$ cat src/design/gdo_pkg.sv
package gdo_pkg;

  // Field widths of one item
  localparam int YEAR_W  = 14;
  localparam int MONTH_W = 4;
  localparam int DAY_W   = 5;
  localparam int OFF_W   = 13;
  localparam int WDAY_W  = 3;

  // Working widths: signed day accumulator and signed year
  localparam int ACC_W = 15;
  localparam int YR_W  = 16;

  // Offset saturation is done at this width
  localparam int SAT_W = 18;

  // Calendar bounds
  localparam logic [YEAR_W-1:0]  YEAR_MIN  = 14'd1;
  localparam logic [YEAR_W-1:0]  YEAR_MAX  = 14'd9999;
  localparam logic [MONTH_W-1:0] MONTH_JAN = 4'd1;
  localparam logic [MONTH_W-1:0] MONTH_FEB = 4'd2;
  localparam logic [MONTH_W-1:0] MONTH_DEC = 4'd12;
  localparam logic [DAY_W-1:0]   DAY_LEAP  = 5'd29;

  // Reciprocals for division by constants
  // floor(x / 25) = (x * 5243) >> 17 for x below 43690
  localparam logic [12:0] RECIP25    = 13'd5243;
  localparam int          RECIP25_SH = 17;
  // floor(v / 7) = (v * 18725) >> 17 for v below 43690
  localparam logic [14:0] RECIP7     = 15'd18725;
  localparam int          RECIP7_SH  = 17;

  // Entries in the queue between front and back
  localparam int QUEUE_DEPTH = 2;

  // One classified item
  typedef struct packed {
    logic [YEAR_W-1:0]       year;
    logic [MONTH_W-1:0]      month;
    logic signed [ACC_W-1:0] day;
    logic                    feb_fix;
  } gdo_item_t;

  typedef enum logic [3:0] {
    ST_IDLE,
    ST_LEAP_Q,
    ST_LEAP_SET,
    ST_STEP,
    ST_SAT,
    ST_WK_DIV,
    ST_WK_SUM,
    ST_WK_MUL,
    ST_WK_MOD
  } gdo_state_t;

  // Length of a month; February follows the leap flag
  function automatic logic [DAY_W-1:0] month_len(input logic [MONTH_W-1:0] m,
                                                 input logic leap);
    logic [DAY_W-1:0] len;
    case (m)
      4'd2:                   len = leap ? 5'd29 : 5'd28;
      4'd4, 4'd6, 4'd9, 4'd11: len = 5'd30;
      default:                len = 5'd31;
    endcase
    return len;
  endfunction

  // floor(3 * (m + 1) / 5) for the shifted month 3..14
  function automatic logic [3:0] month_adj(input logic [MONTH_W-1:0] ma);
    logic [3:0] adj;
    case (ma)
      4'd3:         adj = 4'd2;
      4'd4, 4'd5:   adj = 4'd3;
      4'd6, 4'd7:   adj = 4'd4;
      4'd8:         adj = 4'd5;
      4'd9, 4'd10:  adj = 4'd6;
      4'd11, 4'd12: adj = 4'd7;
      4'd13:        adj = 4'd8;
      4'd14:        adj = 4'd9;
      default:      adj = 4'd0;
    endcase
    return adj;
  endfunction

endpackage

$ cat src/design/gdo_front.sv
module gdo_front import gdo_pkg::*; #(
  parameter int MAX_OFFSET = 4095
) (
  input  logic [YEAR_W-1:0]        year_in,
  input  logic [MONTH_W-1:0]       month_in,
  input  logic [DAY_W-1:0]         day_in,
  input  logic signed [OFF_W-1:0]  day_offset,
  output gdo_item_t                item
);

  localparam logic signed [SAT_W-1:0] OFF_HI = SAT_W'(MAX_OFFSET);
  localparam logic signed [SAT_W-1:0] OFF_LO = -SAT_W'(MAX_OFFSET);

  logic [YEAR_W-1:0]       year_c;
  logic [MONTH_W-1:0]      month_c;
  logic [DAY_W-1:0]        len_c;
  logic [DAY_W-1:0]        day_c;
  logic signed [SAT_W-1:0] off_wide;
  logic signed [SAT_W-1:0] off_sat;

  // Clamp year and month into range
  always_comb begin
    if (year_in < YEAR_MIN) begin
      year_c = YEAR_MIN;
    end else if (year_in > YEAR_MAX) begin
      year_c = YEAR_MAX;
    end else begin
      year_c = year_in;
    end
    if (month_in < MONTH_JAN) begin
      month_c = MONTH_JAN;
    end else if (month_in > MONTH_DEC) begin
      month_c = MONTH_DEC;
    end else begin
      month_c = month_in;
    end
  end

  // Clamp day; February allows 29 here, the back end trims it once the leap flag is known
  always_comb begin
    len_c = month_len(month_c, 1'b1);
    if (day_in == '0) begin
      day_c = 5'd1;
    end else if (day_in > len_c) begin
      day_c = len_c;
    end else begin
      day_c = day_in;
    end
  end

  // Saturate the offset
  always_comb begin
    off_wide = SAT_W'(day_offset);
    if (off_wide > OFF_HI) begin
      off_sat = OFF_HI;
    end else if (off_wide < OFF_LO) begin
      off_sat = OFF_LO;
    end else begin
      off_sat = off_wide;
    end
  end

  // Build the classified item
  always_comb begin
    item.year    = year_c;
    item.month   = month_c;
    item.day     = signed'(ACC_W'(day_c)) + ACC_W'(off_sat);
    item.feb_fix = (month_c == MONTH_FEB) && (day_c == DAY_LEAP);
  end

endmodule

$ cat src/design/gdo_queue.sv
module gdo_queue import gdo_pkg::*; (
  input  logic      clk,
  input  logic      rst,
  input  logic      push,
  input  gdo_item_t push_item,
  input  logic      pop,
  output gdo_item_t head,
  output logic      full,
  output logic      empty
);

  localparam int PTR_W = $clog2(QUEUE_DEPTH);
  localparam int CNT_W = $clog2(QUEUE_DEPTH + 1);

  gdo_item_t        slots [QUEUE_DEPTH];
  logic [PTR_W-1:0] wr_ptr;
  logic [PTR_W-1:0] rd_ptr;
  logic [CNT_W-1:0] count;

  assign full  = (count == CNT_W'(QUEUE_DEPTH));
  assign empty = (count == '0);
  assign head  = slots[rd_ptr];

  // Store pushed items
  always_ff @(posedge clk) begin
    if (push) begin
      slots[wr_ptr] <= push_item;
    end
  end

  // Advance pointers and count
  always_ff @(posedge clk) begin
    if (rst) begin
      wr_ptr <= '0;
      rd_ptr <= '0;
      count  <= '0;
    end else begin
      if (push) begin
        wr_ptr <= (wr_ptr == PTR_W'(QUEUE_DEPTH - 1)) ? '0 : wr_ptr + 1'b1;
      end
      if (pop) begin
        rd_ptr <= (rd_ptr == PTR_W'(QUEUE_DEPTH - 1)) ? '0 : rd_ptr + 1'b1;
      end
      if (push && !pop) begin
        count <= count + 1'b1;
      end else if (pop && !push) begin
        count <= count - 1'b1;
      end
    end
  end

endmodule

$ cat src/design/gdo_back.sv
module gdo_back import gdo_pkg::*; (
  input  logic               clk,
  input  logic               rst,
  input  gdo_item_t          head,
  input  logic               empty,
  output logic               pop,
  output logic               done,
  output logic [YEAR_W-1:0]  year_out,
  output logic [MONTH_W-1:0] month_out,
  output logic [DAY_W-1:0]   day_out,
  output logic [WDAY_W-1:0]  weekday,
  output logic               last_of_month,
  output logic               range_error
);

  gdo_state_t state;
  gdo_state_t state_next;

  logic signed [YR_W-1:0]  y;
  logic [MONTH_W-1:0]      m;
  logic signed [ACC_W-1:0] d;
  logic                    fix;
  logic                    leap;
  logic [7:0]              q_leap;
  logic                    err;
  logic                    last;

  logic [YEAR_W-1:0]       ya;
  logic [MONTH_W-1:0]      ma;
  logic [7:0]              q100;
  logic [4:0]              q400;
  logic [13:0]             v;
  logic [10:0]             q7;

  // Step decisions
  logic [DAY_W-1:0]        dim;
  logic [MONTH_W-1:0]      m_prev;
  logic [DAY_W-1:0]        dim_prev;
  logic                    fwd;
  logic                    bwd;
  logic                    yr_lo;
  logic                    yr_hi;
  logic [24:0]             p_leap;
  logic [15:0]             q_leap_x100;
  logic                    leap_c;

  // Weekday arithmetic
  logic [YEAR_W-1:0]       ya_c;
  logic [MONTH_W-1:0]      ma_c;
  logic [24:0]             p100;
  logic [24:0]             p400;
  logic [14:0]             v_c;
  logic [28:0]             p7;
  logic [13:0]             wd_c;

  always_comb begin
    dim      = month_len(m, leap);
    m_prev   = (m == MONTH_JAN) ? MONTH_DEC : m - 1'b1;
    dim_prev = month_len(m_prev, leap);
    fwd      = d > signed'(ACC_W'(dim));
    bwd      = d < signed'(ACC_W'(1));
    yr_lo    = y < signed'(YR_W'(YEAR_MIN));
    yr_hi    = y > signed'(YR_W'(YEAR_MAX));
  end

  // Leap flag: divisible by 4, and not by 100 unless by 400
  always_comb begin
    p_leap      = 25'(y[13:2]) * 25'(RECIP25);
    q_leap_x100 = 16'(q_leap) * 16'd100;
    leap_c      = (y[1:0] == 2'b00) &&
                  ((q_leap_x100 != 16'(y[13:0])) || (q_leap[1:0] == 2'b00));
  end

  // Kim Larsen weekday terms
  always_comb begin
    if (m <= MONTH_FEB) begin
      ya_c = y[13:0] - 1'b1;
      ma_c = m + 4'd12;
    end else begin
      ya_c = y[13:0];
      ma_c = m;
    end
    p100 = 25'(ya_c[13:2]) * 25'(RECIP25);
    p400 = 25'(ya_c[13:4]) * 25'(RECIP25);
    v_c  = 15'(d[DAY_W-1:0]) + 15'({ma, 1'b0}) + 15'(month_adj(ma)) + 15'(ya)
           + 15'(ya[13:2]) - 15'(q100) + 15'(q400);
    p7   = 29'(v) * 29'(RECIP7);
    wd_c = v - 14'({q7, 3'b000}) + 14'(q7);
  end

  // Next state
  always_comb begin
    state_next = state;
    case (state)
      ST_IDLE: begin
        if (!empty) state_next = ST_LEAP_Q;
      end
      ST_LEAP_Q:   state_next = ST_LEAP_SET;
      ST_LEAP_SET: state_next = ST_STEP;
      ST_STEP: begin
        if (fwd) begin
          state_next = (m == MONTH_DEC) ? ST_LEAP_Q : ST_STEP;
        end else if (bwd) begin
          state_next = (m == MONTH_JAN) ? ST_LEAP_Q : ST_STEP;
        end else begin
          state_next = ST_SAT;
        end
      end
      ST_SAT:    state_next = ST_WK_DIV;
      ST_WK_DIV: state_next = ST_WK_SUM;
      ST_WK_SUM: state_next = ST_WK_MUL;
      ST_WK_MUL: state_next = ST_WK_MOD;
      ST_WK_MOD: state_next = ST_IDLE;
      default:   state_next = ST_IDLE;
    endcase
  end

  // Outputs to the queue
  always_comb begin
    pop = (state == ST_IDLE) && !empty;
  end

  always_ff @(posedge clk) begin
    if (rst) begin
      state <= ST_IDLE;
      done  <= 1'b0;
    end else begin
      state <= state_next;
      done  <= (state == ST_WK_MOD);
    end
  end

  // Datapath
  always_ff @(posedge clk) begin
    case (state)
      ST_IDLE: begin
        y   <= signed'(YR_W'(head.year));
        m   <= head.month;
        d   <= head.day;
        fix <= head.feb_fix;
      end
      ST_LEAP_Q: begin
        q_leap <= p_leap[24:RECIP25_SH];
      end
      ST_LEAP_SET: begin
        leap <= leap_c;
        fix  <= 1'b0;
        // Trim a clamped 29 February in a common year
        if (fix && !leap_c) begin
          d <= d - 1'b1;
        end
      end
      ST_STEP: begin
        if (fwd) begin
          d <= d - signed'(ACC_W'(dim));
          if (m == MONTH_DEC) begin
            m <= MONTH_JAN;
            y <= y + 1'b1;
          end else begin
            m <= m + 1'b1;
          end
        end else if (bwd) begin
          d <= d + signed'(ACC_W'(dim_prev));
          m <= m_prev;
          if (m == MONTH_JAN) begin
            y <= y - 1'b1;
          end
        end
      end
      ST_SAT: begin
        err <= yr_lo || yr_hi;
        if (yr_lo) begin
          y    <= signed'(YR_W'(YEAR_MIN));
          m    <= MONTH_JAN;
          d    <= signed'(ACC_W'(1));
          last <= 1'b0;
        end else if (yr_hi) begin
          y    <= signed'(YR_W'(YEAR_MAX));
          m    <= MONTH_DEC;
          d    <= signed'(ACC_W'(31));
          last <= 1'b1;
        end else begin
          last <= (d == signed'(ACC_W'(dim)));
        end
      end
      ST_WK_DIV: begin
        ya   <= ya_c;
        ma   <= ma_c;
        q100 <= p100[24:RECIP25_SH];
        q400 <= p400[21:RECIP25_SH];
      end
      ST_WK_SUM: begin
        v <= v_c[13:0];
      end
      ST_WK_MUL: begin
        q7 <= p7[27:RECIP7_SH];
      end
      ST_WK_MOD: begin
        year_out      <= y[YEAR_W-1:0];
        month_out     <= m;
        day_out       <= d[DAY_W-1:0];
        weekday       <= wd_c[WDAY_W-1:0];
        last_of_month <= last;
        range_error   <= err;
      end
      default: begin
      end
    endcase
  end

endmodule

$ cat src/design/gregorian_date_offset.sv
// From acceptance to done an item passes the leap check, the month-stepping loop,
// saturation and the weekday steps; the loop steps one month at a time, and each year
// crossed repeats the leap check. The back end takes one item at a time into the loop;
// a two-entry queue takes further items while busy is low. The receiver cannot stall: done
// is high for one cycle per item. Synchronous active-high reset empties the queue and idles.
module gregorian_date_offset import gdo_pkg::*; #(
  parameter int MAX_OFFSET = 4095
) (
  input  logic                    clk,
  input  logic                    rst,
  input  logic                    start,
  output logic                    busy,
  input  logic [YEAR_W-1:0]       year_in,
  input  logic [MONTH_W-1:0]      month_in,
  input  logic [DAY_W-1:0]        day_in,
  input  logic signed [OFF_W-1:0] day_offset,
  output logic                    done,
  output logic [YEAR_W-1:0]       year_out,
  output logic [MONTH_W-1:0]      month_out,
  output logic [DAY_W-1:0]        day_out,
  output logic [WDAY_W-1:0]       weekday,
  output logic                    last_of_month,
  output logic                    range_error
);

  gdo_item_t item;
  gdo_item_t head;
  logic      push;
  logic      pop;
  logic      full;
  logic      empty;

  assign busy = full;
  assign push = start && !full;

  // Clamp and classify
  gdo_front #(
    .MAX_OFFSET (MAX_OFFSET)
  ) u_front (
    .year_in    (year_in),
    .month_in   (month_in),
    .day_in     (day_in),
    .day_offset (day_offset),
    .item       (item)
  );

  // Hold items between front and back
  gdo_queue u_queue (
    .clk       (clk),
    .rst       (rst),
    .push      (push),
    .push_item (item),
    .pop       (pop),
    .head      (head),
    .full      (full),
    .empty     (empty)
  );

  // Step months and work out the weekday
  gdo_back u_back (
    .clk           (clk),
    .rst           (rst),
    .head          (head),
    .empty         (empty),
    .pop           (pop),
    .done          (done),
    .year_out      (year_out),
    .month_out     (month_out),
    .day_out       (day_out),
    .weekday       (weekday),
    .last_of_month (last_of_month),
    .range_error   (range_error)
  );

endmodule
$ cat config.mk
export PLATFORM = sky130hd
export DESIGN_NAME = gregorian_date_offset
export DESIGN_NICKNAME = d
export VERILOG_FILES = /design/src/design/gdo_pkg.sv /design/src/design/gdo_front.sv /design/src/design/gdo_queue.sv /design/src/design/gdo_back.sv /design/src/design/gregorian_date_offset.sv
export SDC_FILE = /design/constraint.sdc
export NUM_CORES = 1
export LEC_CHECK = 0
export BUFFER_PORTS_ARGS = -buffer_cell sky130_fd_sc_hd__buf_2
export CAP_MARGIN = 20
export CORE_MARGIN = 2
export CORE_UTILIZATION = 46
export DETAILED_ROUTE_END_ITERATION = 12
export GPL_ROUTABILITY_DRIVEN = 0
export HOLD_SLACK_MARGIN = 0.15
export SLEW_MARGIN = 10
export SYNTH_ARGS = -nofsm -noshare
export SYNTH_HDL_FRONTEND = slang
export SYNTH_SLANG_ARGS = --single-unit
$ cat constraint.sdc
create_clock -name clk -period 12.42 [get_ports clk]
set_clock_uncertainty 0.15 [all_clocks]
set_input_delay 0.621 -clock clk [delete_from_list [all_inputs] [get_ports clk]]
set_output_delay 0.621 -clock clk [all_outputs]
set_load 0.01 [all_outputs]
After elaboration in Yosys (flattened, before gate mapping):

Memories as Yosys holds them, arrays and structs flattened. A register that Yosys moved wholly into a read port is not among the register bits.
Cells that the tools add are included.

* word-level logic and storage cells: 181
* latch bits: 0
* bits in writable memories: 68
* register bits after elaboration: 132
* bits of input ports: 39
* bits in read-only memories: 64
* memories kept: 2

Memory list
* u_queue.slots: depth 2, bits a word 34, read ports 1, clocked after memory_dff 1, wr ports 1, RTL line gdo_queue.sv:15 `gdo_item_t slots [QUEUE_DEPTH];`
* (name not given): depth 16, bits a word 4, read ports 1, clocked after memory_dff 1, wr ports 0, RTL line gdo_pkg.sv:71 `case (ma)`

* bitwise gates (word level): 0
* multiply operators: 5
* div/mod/pow operators: 0
* mux-type cells: 51
* reduce and logical (&&, ||, !) cells: 29
* shifts and indexed selects: 0
* $add $sub $neg: 22
* magnitude comparators: 12
* eq/ne operators: 35

Operators with widths (number)
* two-way mux 15 bit: 7
* two-way mux 16 bit: 6
* case mux 15 bit (4 select lines): 1
* two-way mux 4 bit: 13
* multiplier 12 x 13 -> 25 bit (second input constant): 2
* case mux 16 bit (3 select lines): 1
* two-way mux 14 bit: 3
* equality test 4 x 3 -> 1 bit (second input constant): 10
* equality test 4 bit (second input constant): 8
* case mux 4 bit (8 select lines): 1
* multiplier 10 x 13 -> 22 bit (second input constant): 1
* equality test 4 x 2 -> 1 bit (second input constant): 5
* multiplier 14 x 15 -> 20 bit (second input constant): 1
* case mux 5 bit (2 select lines): 2
* adder 16 x 1 -> 16 bit (second input constant): 1
* > comparator 16 x 15 -> 1 bit (second input constant): 1
* < comparator 16 x 2 -> 1 bit (second input constant): 1
* subtractor 16 x 1 -> 16 bit (second input constant): 1
* adder 15 x 6 -> 15 bit: 1
* adder 6 x 15 -> 15 bit: 1
* equality test 15 x 6 -> 1 bit: 1
* > comparator 15 x 6 -> 1 bit: 1
* < comparator 15 x 2 -> 1 bit (second input constant): 1
* != test 15 x 14 -> 1 bit: 1
* other kinds (52): 83

Longest topological paths before layout:

Gate-level depths: netlist of run 1.

* depth after elaboration: 11
* gate-level depth with buffers: 26

Cells and area by module:

A second synthesis of run 1 with hierarchy kept.

* cell total of the unflattened synthesis: 1966
* area total of the unflattened synthesis: 20826.2 um^2

Modules (own cells, without submodules)
* gdo_back: area an instance 17365.4 um^2, sequential area each 3873.7 um^2, cells each 1719, times used 1
* gdo_queue: area an instance 2660.1 um^2, sequential area each 2142.1 um^2, cells each 128, times used 1
* gdo_front: area an instance 787.0 um^2, sequential area each 0.0 um^2, cells each 118, times used 1
* gregorian_date_offset: area an instance 13.8 um^2, sequential area each 0.0 um^2, cells each 1, times used 1

Least setup slack after synthesis of run 1:

Ideal clock, no wire load.

* path type: reg2reg
* from: register u_back.m[0]
* to: register u_back.q400[4], data pin
* data arrival time: 6.204 ns
* setup slack: 5.804 ns
* cell stages (with the launch flop): 22
* path buffers: 0
* required time: 12.008 ns
* library setup time: 0.262 ns
* path through: edfxtp_1 > inv_1 > ha_1 > nand2b_1 > nand2_1 > or3_1 > xnor2_1 > inv_1 > fa_1 > fa_1 > fa_1 > fa_1 > fa_1 > inv_1 > ha_1 > a21o_1 > a21o_1 > a21o_1 > a2111o_1 > a32oi_1 > o21ai_1 > xor2_1

* cells in the longest elaborated chain, start to end: 3

Ends and longest elaborated chain
* start: declaration: RTL line gdo_back.sv:20 `logic [MONTH_W-1:0] m;`
* start signal: assignment: RTL line gdo_back.sv:138 `m <= head.month;`
* start signal: assignment: RTL line gdo_back.sv:160 `m <= m + 1'b1;`
* start signal: assignment: RTL line gdo_back.sv:164 `m <= m_prev;`
* <= comparator 4 x 2 -> 1 bit: RTL line gdo_back.sv:76 `if (m <= MONTH_FEB) begin`
* two-way mux 14 bit: RTL line gdo_back.sv:76
* net u_back.ya_c[8]: RTL line gdo_back.sv:48 `logic [YEAR_W-1:0] ya_c;`
* multiplier 10 x 13 -> 22 bit: RTL line gdo_back.sv:84 `p400 = 25'(ya_c[13:4]) * 25'(RECIP25);`
* net u_back.p400[21]: RTL line gdo_back.sv:51 `logic [24:0] p400;`
* end signal: assignment: RTL line gdo_back.sv:190 `q400 <= p400[21:RECIP25_SH];`
* end: declaration: RTL line gdo_back.sv:31 `logic [4:0] q400;`

The timed path passes the listed nets, and every way through them passes these cells.
A chain may end at the register's enable or synchronous reset.

Worst setup path after layout of run 1:

* from: register u_back.m[2]
* to: register u_back.q400[4], data pin

The elaborated chain is that of the path after synthesis.

==> reports/metrics.yaml, run 1 <==
status: "complete, no violations"
cts_tree: "done"
top_usage_layer: "met2"
vias_per_cell: 5.38
seq_area_frac_synth_pct: 28.8
post_cts_resized: 0
ys_seq_elements: 205
rsz0062_at_grt: "no"
ioPinCount: 69
grt_util_met2_pct: 34.1
drive_gt1_share_pct: 8.89
h-tree-depth: 1
synth_edf_count: 191
syn_area_sq_mm: 0.0209
slew_viol_final: 0
crit_family: "adder cells"
tns_ns: 0
drt_iter0_markers: 1012
synth_ff_type: "edfxtp_1"
cts_buffers: 26
met1_usage_pct: 28.0
cp_num_buf_inv: 3
fp.dieH_um: 217
fmax_mhz: 134
end_kind: "flip-flop"
path_max_fanout: 11
final_nets: 2598
clockRootBuffer: "clkbuf_16"
drc: 0
yosys_warnings: 0
crit_required_ns: 12.55
die-area_sq_mm: 0.0471
r2r_cells: 20
finalSetupViolations: 0
wl_um: 46500
path_clk_slew_ns: 0.06
grt_use_total_pct: 20.2
ff2ff_setup_slack_ns: 4.96
synthArstFlopShare_pct: 0
clk_path_buf_depth: 3
die_w_um: 217
synth_cell_types: 94
cap_viol_max_count: 0
worstSetupStartpointType: "flip-flop"
dp_hpwl_um: 37200
final.min_clock_period_ns: 7.46
multiInputGateArea_sq_mm: 0.0134
fillCellCount: 4078
syn_to_final_growth_pct: 9.51
endpoint: "u_back.q400[4]"
period_share_pct: 60.1
crit_cells: 20
use_met3_pct: 2.63
grt_first_pass_wirelength_um: 76100
start_util_pct: 46.3
register_area_sq_mm: 0.00602
core_sq_mm: 0.0451
worstMarginPinSlew_ns: 1.12
cp_cell_sequence: "inv_1 -> ha_1 -> nand2_1 -> or3_1 -> xnor2_1 -> inv_1 -> fa_1 -> fa_1 -> fa_1 -> fa_1 -> fa_1 -> inv_1 -> ha_1 -> a21o_1 -> a21o_1 -> a21o_1 -> a2111o_1 -> a32oi_1 -> o21ai_1 -> xor2_1"
r2r-start: "u_back.m[2]"
vias: 14310
num_rows: 78
fin_util_pct: 50.7
diodes: 0
cts_sinks: 205
grt-ovfl-total: 0
fin_area_sq_mm: 0.0229
critPathMaxStageDelay_ns: 0.58
slowest_stage: "xnor2_1"
wl_per_cell_um: 17.5
final-hold-violation-count: 0
r2r-end: "u_back.q400[4]"
syn_nets: 2528
avgSynthCellArea_sq_um: 10.6
place_area_sq_mm: 0.0219
crit_top_cell: "fa_1"
syn_inst: 1968
clk_latency_ns: 0.57
antenna_found_initial: 0
drt_first_pass_iters: 5
ant_nets: 0
crit_arrival_ns: 7.59
crit_start: "u_back.m[2]"
slew_headroom_pct: 24.8
crit_type: "flip-flop to flip-flop"
min_path_type: "input pin to flip-flop"
portBuffers: 68
grt_pass1_vias: 14582
grt_max_degree: 38
-- worst reg2reg max path: cells and delay by family, from the launching register on --
kind | cells | cell delay (ns)
DFF | 1 | 0.53
buffers and inverters | 3 | 0.36
AOI/OAI and AO/OA | 6 | 1.39
adders and majority gates | 7 | 3.30
and+or+nand+nor | 2 | 0.70
xor gates and xnor gates | 2 | 0.74
-- layout by cell type (no fill, tap or decap), types with 54 or more instances in the layout --
master	count
edfxtp_1	191
a21oi_1	72
buf_2	68
inv_1	330
o21ai_0	54
ha_1	363
xnor2_1	75
nor2_1	77
fa_1	158
nand2_1	85
-- how the worst min path moves through the flow --
stage          depth (start not counted)         from              endpoint
2_1_floorplan                          0  u_back.last  u_back.last_of_month
3_3_place_gp                           0   u_back.err    u_back.range_error
3_5_place_dp                           0   u_back.err    u_back.range_error
4_1_cts                                1  month_in[2]  u_queue.slots[0][18]
5_1_grt                                2          rst      u_queue.count[0]
6_report                               1  month_in[2]  u_queue.slots[0][18]
-- state kept, by name, summed over array words and instances, names as in the netlist, 2 cells and up, named ones only --
register and count:
u_back.y 16, u_back.ya 14, u_back.ma 4, u_queue.count 2
u_back.state 4, u_back.weekday 3, u_back.m 4, u_back.q_leap 8
u_back.d 15, u_back.day_out 5, u_back.q7 3, u_back.v 14
u_queue.slots 68, u_back.q400 5, u_back.month_out 4, u_back.year_out 14
u_back.q100 8
-- stage by stage --
stage	setup slack [ns]	hold slack, ns	cells
finish	4.96	0.182	2658
CTS	5.07	0.152	2657
global route	4.66	0.181	2658
global placement	5.30	0.258	2606
floorplan	5.80	0.250	1968
detailed placement	5.07	0.255	2607
-- final cells by class --
| class | count | area share, % |
|---|---|---|
| inverters | 333 | 5.49 |
| multi-input cells | 1385 | 58.8 |
| repair buffers | 87 | 2.14 |
| flip-flops and latches | 205 | 26.3 |
| clock buffers | 29 | 2.94 |
| well taps | 600 | 3.29 |
| clock inverters | 19 | 1.04 |
-- cells by family (layout without fill, tap and decap cells) --
kind of cell	Yosys count	count (layout)	share of synthesized area [%]
buffers and inverters	378	468	7.02
xor gates and xnor gates	113	113	4.81
DFF	205	205	28.8
and+or+nand+nor	396	396	10.1
AOI/OAI and AO/OA	312	312	10.2
adders and majority gates	521	521	36.9
muxes	43	43	2.08
-- per-layer routing --
layer / up-vias / share of wire [%]
met5: - / 0
met4: 0 / 1.6
met3: 44 / 4.5
met2: 297 / 47
met1: 6968 / 47
li1: 7001 / -
-- what timing repair did --
item	4_1_cts	5_1_grt
endpoints found under the hold margin	4	0
setup buffers	0	0
hold buffers	2	0
-- cells in the mapped netlist, drive strengths merged, types with 21 or more instances --
library cell | instances | area [sq um]
a21oi | 74 | 374
o21ai | 57 | 285
fa | 158 | 3160
nand2b | 27 | 176
nand3 | 28 | 158
edfxtp | 191 | 5740
inv | 332 | 1250
nor2 | 79 | 297
nand2 | 89 | 358
xor2 | 36 | 315
a21o | 40 | 308
buf | 24 | 131
nor3 | 45 | 263
xnor2 | 77 | 689
ha | 363 | 4540
nor2b | 21 | 131
clkbuf | 21 | 78.8
mux2i | 40 | 400
Power of run 1 is left out: the tool's default activity adds up to more than one toggle a clock period on the data nets, which glitch-free logic cannot reach.
==> run 2, diff against run 1 <==
==> constraint.sdc (replaced) <==
create_clock -name clk -period 7.39 [get_ports clk]
set_clock_uncertainty 0.15 [all_clocks]
set_input_delay 0.3695 -clock clk [delete_from_list [all_inputs] [get_ports clk]]
set_output_delay 0.3695 -clock clk [all_outputs]
set_load 0.01 [all_outputs]
==> reports/metrics.yaml, run 2 (synthesis results as in run 1) <==
grt_pass1_vias: 15047  # +3.2%
layout_common_cells: "ha_1, inv_1, edfxtp_1"
post-cts-setup-buffers: 0  # unchanged
ant_nets: 0  # unchanged
path_max_fanout: 7  # -4
num_rows: 78  # unchanged
dp_hpwl_um: 37400  # +0.64%
fp.dieH_um: 217  # unchanged
tns_ns: 0  # unchanged
worstSetupStartpointType: "flip-flop"
status: "complete, no violations"
vias: 14396  # +0.60%
wl_per_cell_um: 17.4  # -0.48%
ff2ff_setup_slack_ns: 0.36  # -4.60 ns
rsz0062_at_grt: "no"
period_share_pct: 95.1  # +35 points
antenna_found_initial: 0  # unchanged
final-hold-violation-count: 0  # unchanged
reg_top3: "u_queue.slots: 68 flops, u_back.y: 16 flops, u_back.d: 15 flops"
holdWs_ns: 0.194  # +0.0113 ns
final.min_clock_period_ns: 7.03  # -0.433 ns
hp-start: "day_in[0]"
core_sq_mm: 0.0451  # unchanged
r2r-end: "u_back.q100[7]"
final_common_cell: "ha_1"
clockRootBuffer: "clkbuf_16"
final_nets: 2638  # +1.5%
fillCellCount: 4038  # -0.98%
r2r-start: "u_back.y[0]"
h-tree-depth: 1  # unchanged
hold_depth: 4  # +3
min_to: "u_queue.slots[0][1]"
cts_sinks: 205  # unchanged
largest-register: "u_queue.slots"
r2r_cells: 24  # +20%
wl_um: 47000  # +1.1%
slew_headroom_pct: 31.4  # +6.6 points
crit_required_ns: 7.53  # -5.02 ns
grt_use_total_pct: 20.6  # +0.42 points
largest_reg_flops: 68  # unchanged
crit_type: "flip-flop to flip-flop"
end_kind: "flip-flop"
portBuffers: 68  # unchanged
worstMarginPinSlew_ns: 1.03  # -0.0931 ns
start_util_pct: 46.3  # unchanged
drt_iter0_markers: 723  # -29%
die-area_sq_mm: 0.0471  # unchanged
min_path_type: "input pin to flip-flop"
grt-ovfl-total: 0  # unchanged
drc: 0  # unchanged
ioPinCount: 69  # unchanged
crit_arrival_ns: 7.16  # -0.43 ns
drt_first_pass_iters: 6  # +1
drive_gt1_share_pct: 9.25  # +0.35 points
die_w_um: 217  # unchanged
clk_path_buf_depth: 3  # unchanged
cts_buffers: 26  # unchanged
slew_viol_final: 0  # unchanged
grt_first_pass_wirelength_um: 78000  # +2.5%
vias_per_cell: 5.33  # -0.93%
clk_latency_ns: 0.56  # about the same
syn_to_final_growth_pct: 11.1
finalSetupViolations: 0  # unchanged
grt_max_degree: 38  # unchanged
cap_viol_max_count: 0  # unchanged
cts_tree: "done"
fmax_mhz: 142  # +6.2%
path_clk_slew_ns: 0.06  # about the same
==> run 2: changes by cell type in the layout (fill, tap and decap cells not counted), moves of 2 or more <==
cell           change
inv_8              -2
clkinv_4           -3
dlygate4sd3_1     +26
buf_4             +14
clkinv_2           +2
clkinv_1           +4
==> run 2: layout make-up <==
cell class,count,area [sq um],area share (%)
clock buffer,27,654,2.82
multi-input combinational,1385,13400,58.0
tap,600,751,3.24
timing repair buffer,127,853,3.68
sequential,205,6020,26.0
antenna,1,2.50,0.0108
clock inverter,21,209,0.902
inverter,333,1250,5.42
==> run 2: timing repair <==
| item | 4_1_cts | 5_1_grt |
|---|---|---|
| hold buffers | 28 | 0 |
| resized for setup | 0 | 0 |
| hold endpoints to repair | 62 | 0 |
| endpoints found under the setup margin | 0 | 0 |
==> run 2: layer usage <==
metal  routed length [um]  up-vias  track usage [%]  part of all wire (%)
met4                  675        0             3.86                   1.4
li1                     -     7068                -                     -
met5                    0        -                0                     0
met1                21800     6989             28.5                    46
met2                22500      290             35.2                    48
met3                 2040       49             2.36                   4.3
==> run 2: through the flow <==
| stage | cells | area [sq um] | utilization [%] | worst slack (ns) |
|---|---|---|---|---|
| after floorplan | 1968 | 20900 | - | 0.774 |
| after global placement | 2621 | 22000 | 48.8 | 0.671 |
| after detailed placement | 2621 | 22000 | 48.8 | 0.420 |
| after CTS | 2697 | 23200 | 51.4 | 0.406 |
| after global routing | 2698 | 23200 | 51.4 | 0.0153 |
| final | 2699 | 23200 | 51.4 | 0.364 |
==> run 2: how the worst max path moves through the flow <==
stage / depth (start not counted) / slack, ns / startpoint / endpoint
global placement: 23 / 0.67 / u_back.y[0] / u_back.q400[1]
finish: 24 / 0.36 / u_back.y[0] / u_back.q100[7]
global route: 24 / 0.02 / u_back.y[0] / u_back.q100[7]
floorplan: 21 / 0.77 / u_back.m[0] / u_back.q400[4]
detailed placement: 24 / 0.42 / u_back.y[0] / u_back.q100[7]
CTS: 24 / 0.41 / u_back.y[0] / u_back.q100[7]
==> run 2: critical path, stage by stage, from the launching register on <==
cell and delay, ns:
edfxtp_1 0.48, inv_1 0.25, ha_1 0.21, nand2b_1 0.20, a31oi_1 0.14, o21ai_1 0.23
nand4_1 0.24, xnor2_2 0.42, xnor2_1 0.27, ha_1 0.35, xor2_1 0.16, ha_1 0.32
fa_1 0.54, fa_1 0.55, inv_1 0.06, fa_1 0.52, inv_1 0.05, ha_1 0.33
o21a_1 0.19, o2111ai_1 0.20, o21ai_0 0.13, a21oi_1 0.26, o21ai_0 0.20, a21oi_1 0.21
xnor2_1 0.10
Power of run 2 is left out for the same reason.
